## src/sv/psf_pkg.sv

```systemverilog
// Shared constants, codes and types of the pose smoothing filter.
package psf_pkg;

    // operation codes of an input request
    localparam logic [1:0] OP_POSITION = 2'd0;
    localparam logic [1:0] OP_ROTATION = 2'd1;
    localparam logic [1:0] OP_TICK     = 2'd2;
    localparam logic [1:0] OP_NONE     = 2'd3;

    // configuration register indexes
    localparam logic [1:0] REG_POS_GAIN = 2'd0;
    localparam logic [1:0] REG_ROT_GAIN = 2'd1;
    localparam logic [1:0] REG_VEL_GAIN = 2'd2;

    localparam int GAIN_W = 17;
    localparam logic [GAIN_W-1:0] GAIN_ONE   = 17'd65536;
    localparam logic [GAIN_W-1:0] GAIN_RESET = 17'd32768;
    localparam logic signed [15:0] Q14_ONE   = 16'sd16384;
    localparam int MS_PER_S = 1000;

    // divide / square root unit sizes
    localparam int DIVIDEND_W = 44;  // quotient width as well
    localparam int DIVISOR_W  = 26;
    localparam int RADICAND_W = 52;
    localparam int ROOT_W     = RADICAND_W / 2;
    localparam int REM_W      = 28;
    localparam int CNT_W      = 6;

    typedef logic signed [31:0] pos_t;
    typedef logic signed [15:0] quat_t;

    typedef struct packed {
        logic                  start;
        logic                  is_sqrt;
        logic [RADICAND_W-1:0] operand;   // radicand, or dividend in the low bits
        logic [DIVISOR_W-1:0]  divisor;
    } iter_cmd_t;

    typedef struct packed {
        logic                  busy;
        logic [DIVIDEND_W-1:0] result;    // quotient, or root in the low bits
    } iter_stat_t;

endpackage

```

## src/sv/psf_iter.sv

```systemverilog
// Shared bit-serial unit: restoring division or digit-by-digit square root.
module psf_iter (
    input  logic                clk,
    input  logic                rst_n,
    input  psf_pkg::iter_cmd_t  cmd,
    output psf_pkg::iter_stat_t stat
);
    import psf_pkg::*;

    logic                  busy_reg;
    logic                  sqrt_reg;
    logic [CNT_W-1:0]      cnt_reg;
    logic [RADICAND_W-1:0] opd_reg;
    logic [REM_W-1:0]      rem_reg;
    logic [DIVIDEND_W-1:0] res_reg;
    logic [DIVISOR_W-1:0]  div_reg;

    logic [REM_W+1:0] rem2;
    logic [REM_W+1:0] trial;
    logic [REM_W+1:0] diff;
    logic             ge;

    // one quotient or root digit per cycle
    always_comb
    begin
        if (sqrt_reg)
        begin
            rem2  = {rem_reg, opd_reg[RADICAND_W-1 -: 2]};
            trial = {2'b00, res_reg[ROOT_W-1:0], 2'b01};
        end
        else
        begin
            rem2  = {1'b0, rem_reg, opd_reg[RADICAND_W-1]};
            trial = (REM_W+2)'(div_reg);
        end
        ge   = (rem2 >= trial);
        diff = rem2 - trial;
    end

    always_ff @(posedge clk or negedge rst_n)
    begin
        if (!rst_n)
        begin
            busy_reg <= 1'b0;
            cnt_reg  <= '0;
        end
        else if (cmd.start && !busy_reg)
        begin
            busy_reg <= 1'b1;
            cnt_reg  <= cmd.is_sqrt ? CNT_W'(ROOT_W) : CNT_W'(DIVIDEND_W);
        end
        else if (busy_reg)
        begin
            cnt_reg <= cnt_reg - 1'b1;
            if (cnt_reg == CNT_W'(1))
                busy_reg <= 1'b0;
        end
    end

    // datapath
    always_ff @(posedge clk)
    begin
        if (cmd.start && !busy_reg)
        begin
            sqrt_reg <= cmd.is_sqrt;
            div_reg  <= cmd.divisor;
            rem_reg  <= '0;
            res_reg  <= '0;
            if (cmd.is_sqrt)
                opd_reg <= cmd.operand;
            else
                opd_reg <= {cmd.operand[DIVIDEND_W-1:0], (RADICAND_W-DIVIDEND_W)'(0)};
        end
        else if (busy_reg)
        begin
            rem_reg <= ge ? diff[REM_W-1:0] : rem2[REM_W-1:0];
            res_reg <= {res_reg[DIVIDEND_W-2:0], ge};
            opd_reg <= sqrt_reg ? (opd_reg << 2) : (opd_reg << 1);
        end
    end

    assign stat.busy   = busy_reg;
    assign stat.result = res_reg;

endmodule

```

## config.mk

```make
export PLATFORM = sky130hd
export DESIGN_NAME = psf_iter
export DESIGN_NICKNAME = d
export VERILOG_FILES = /design/src/sv/psf_pkg.sv /design/src/sv/psf_iter.sv
export SDC_FILE = /design/constraint.sdc
export NUM_CORES = 1
export LEC_CHECK = 0
export BUFFER_PORTS_ARGS = -buffer_cell sky130_fd_sc_hd__buf_2
export CAP_MARGIN = 20
export CORE_MARGIN = 2
export CORE_UTILIZATION = 40
export CTS_CLUSTER_DIAMETER = 30
export DETAILED_ROUTE_END_ITERATION = 10
export HOLD_SLACK_MARGIN = 0.08
export PLACE_DENSITY = 0.64
export SLEW_MARGIN = 20
export SYNTH_ARGS = -nofsm -noshare
export SYNTH_HDL_FRONTEND = slang
export SYNTH_SLANG_ARGS = --single-unit
export TNS_END_PERCENT = 1
```

## constraint.sdc

```tcl
create_clock -name clk -period 3.7 [get_ports clk]
set_input_delay 0.74 -clock clk [delete_from_list [all_inputs] [get_ports clk]]
set_output_delay 0.74 -clock clk [all_outputs]
set_load 0.05 [all_outputs]
```

==> reports/metrics.yaml <==
yosys:
  yosys_most_used_dff: "edfxtp_1"
  post_synth_main_area_contributors: "edfxtp_1 (26%), dfxtp_1 (16%), mux2i_1 (11%)"
  synth_edf_count: 79
  synth_register_bits: 158
  sequential_cell_area_fraction_in_the_yosys_report_pct: 43.7
  synth_common_cells: "nand2_1 (140), mux2i_1 (101), edfxtp_1 (79)"
  yosys.area.top_type_share_pct: 26.0
  post_synth_num_cell_types: 61
  synthesis.yosys.warnings: 0
  syn-num-nets: 1065
  synth.largest_area_cell: "edfxtp_1"
  netlist_area_mm2: 0.00912
  post_synth.cell_area_avg_um2: 9.58
  most_instantiated_library_cell_after_synthesis: "nand2_1"
  syn-instance-count: 952
  synth-async-reset-ratio_pct: 4.43
detailed_routing:
  dr_pass1_iterations: 5
  avgViaCountPerCell: 5.37
  postRouteWirelength_um: 21900
  vias: 7262
  wire_per_inst_um: 16.2
  detail_route_antenna_nets: 0
  drc: 0
  dr.first_iter.drc_count: 424
sta:
  worstMarginPinSlew_ns: 0.955
  fmaxAchievable_mhz: 283
  rsz0062_at_grt: "no"
  fin_crit_sh_pct: 95.4
  slew_headroom_pct: 36.3
  min_period_ns: 3.53
  finalSetupTns_ns: 0
  final-hold-violation-count: 0
  setup_viol_count_final: 0
  final-max-slew-violation-count: 0
  finClkSkew_ns: 0.0105
floorplan:
  floorplan.initialDensity_pct: 40.5
  pin_count: 127
  floorplan.die.height_um: 155
  placement_rows: 55
  die_area_mm2: 0.0240
  dieWidth_um: 155
  fp.coreArea_mm2: 0.0225
setup_path:
  r2r_start: "sqrt_reg"
  worst_path_dominant_cell_family: "compound AO/OA/AOI/OAI gates"
  worstSetupPathType: "reg2reg"
  worstPathBufferInverterCount: 3
  cp_data_arrival_time_ns: 3.83
  max_stage_delay_ns: 0.46
  worst-r2r-cell-count: 13
  required_time_of_the_worst_setup_path_ns: 4.00
  critical_path_peak_fanout: 34
  series_of_cell_instances_along_the_critical_path: "buf_12 > mux2i_1 > inv_1 > ha_1 > nor2b_1 > o2111ai_1 > a21oi_1 > o22ai_1 > o31ai_1 > buf_4 > nor3_1 > o311ai_1 > o211ai_1"
  crit_path_end_kind: "register"
  worstSetupStartpoint: "sqrt_reg"
  rrSetupSlack_ns: 0.17
  crit_path_top_delay_cell: "edfxtp_1"
  critPathLaunchType: "register"
  crit-reg2reg-capture: "rem_reg[21]"
clocking:
  ctsLongestPathBuffers: 2
  postCtsHoldBufs: 0
  clock_latency_ns: 0.43
  cts_inserted_buffers: 17
  clock-sinks: 158
  cts_max_level: 4
  tritoncts: "built"
  root_buffer: "clkbuf_16"
  clock_pin_slew_on_the_worst_setup_and_hold_paths_ns: 0.06
global_route:
  grt_first_pass_wirelength_um: 35800
  grt_antenna_before_repair: 0
  pin_count_of_the_biggest_net_entering_global_routing: 118
  first_global_vias: 7132
  grt.overflow.total: 0
  grt_usage_pct: 18.5
job:
  cap_violations: 0
final_layout:
  multiInputGateArea_mm2: 0.00481
  register_area_mm2: 0.00399
  fillerInstances: 2104
  final_net_count: 1168
  antenna_cells: 0
  final_layout_size_suffix_gt1_share_pct: 20.9
  largest_register_ffs: 52
  area.growth.synth_to_final_pct: 17.3
placed_design:
  dpl.hpwl_um: 15400
  port_bufs: 126
  gpl.final_weighted_congestion: 0.868
power_and_ir_drop:
  total_power_per_unit_cell_area_mw_per_mm2: 1010
  finalPower_mw: 10.8
  worst_voltage_drop_across_the_vdd_grid_uv: 358
  p_leak_nw: 4.65
outcome:
  result_of_the_run: "finished clean"
worst_hold_path:
  hp-class: "in2async"
==> cell families (layout without fill, tap and decap cells) <==
kind of cell / Yosys count / in the layout / share of synthesized area [%]
adders and majority gates: 31 / 31 / 4.34
xor gates and xnor gates: 26 / 26 / 2.50
DFF: 158 / 158 / 43.7
buffers and inverters: 83 / 199 / 3.72
muxes: 128 / 128 / 14.4
and+or+nand+nor: 265 / 265 / 13.5
AOI/OAI and AO/OA: 261 / 261 / 17.8
==> layer usage <==
layer  share of wire (%)  up-vias  GRT usage (%)
li1                    -     3685              -
met1                  46     3391           24.1
met2                  47      155           30.4
met3                 4.3       31           3.79
met4                 2.7        0           7.05
met5                   0        -              0
==> timing repair <==
action                                  4_1_cts  5_1_grt
resized for setup                             0        0
buffers inserted                              0        1
endpoints found under the setup margin        0       12
==> final cells by class <==
class / count / share of cell area [%]
inverter: 14 / 0.503
sequential: 158 / 37.3
clock buffer: 22 / 4.64
multi-input combinational: 711 / 44.9
timing repair buffer: 153 / 8.14
tap: 285 / 3.33
clock inverter: 10 / 1.16
==> where the power goes <==
group          total (mW)  switching [mW]  internal [mW]
clock network        1.83           0.732           1.10
registers            3.19           0.507           2.69
logic                5.76            3.38           2.38
total                10.8            4.62           6.16
==> how the worst max path moves through the flow <==
stage	cells after the start	to
after global routing	12	rem_reg[27]
after CTS	12	rem_reg[5]
after floorplan	15	rem_reg[9]
final	13	rem_reg[21]
after detailed placement	12	rem_reg[13]
after global placement	13	rem_reg[21]
==> metrics by stage <==
step                std cells  cell area [µm²]  setup WS [ns]  hold WS [ns]  utilization [%]
global route             1353            10700        0.00174         0.138             47.6
floorplan                 952             9140         0.0442         0.435                -
global placement         1320            10100          0.210         0.444             44.8
finish                   1353            10700          0.169         0.137             47.6
detailed placement       1320            10100          0.191         0.456             44.8
CTS                      1352            10700          0.168         0.130             47.5
==> cells in the final DEF, fill, tap and decap left out, types with 3 or more instances in the layout <==
cell       count
nand2_1      140
buf_2        126
mux2i_1      101
edfxtp_1      79
dfxtp_1       72
a21oi_1       71
o21ai_0       64
nor2b_1       50
a211oi_1      46
ha_1          30
mux2_2        26
buf_4         24
o21ai_1       21
nand3_1       20
nor2_1        20
clkbuf_16     19
xnor2_1       18
inv_1         12
a21o_1         9
xor2_1         8
o21a_1         7
nand4_1        6
dfrtp_1        6
nand2b_1       5
and3_1         5
nor3_1         5
o21bai_1       4
a22o_1         4
o211ai_1       4
clkinv_4       4
o22ai_1        3
a31o_2         3
o311ai_1       3
buf_12         3
(Power assumes the default switching activity.)
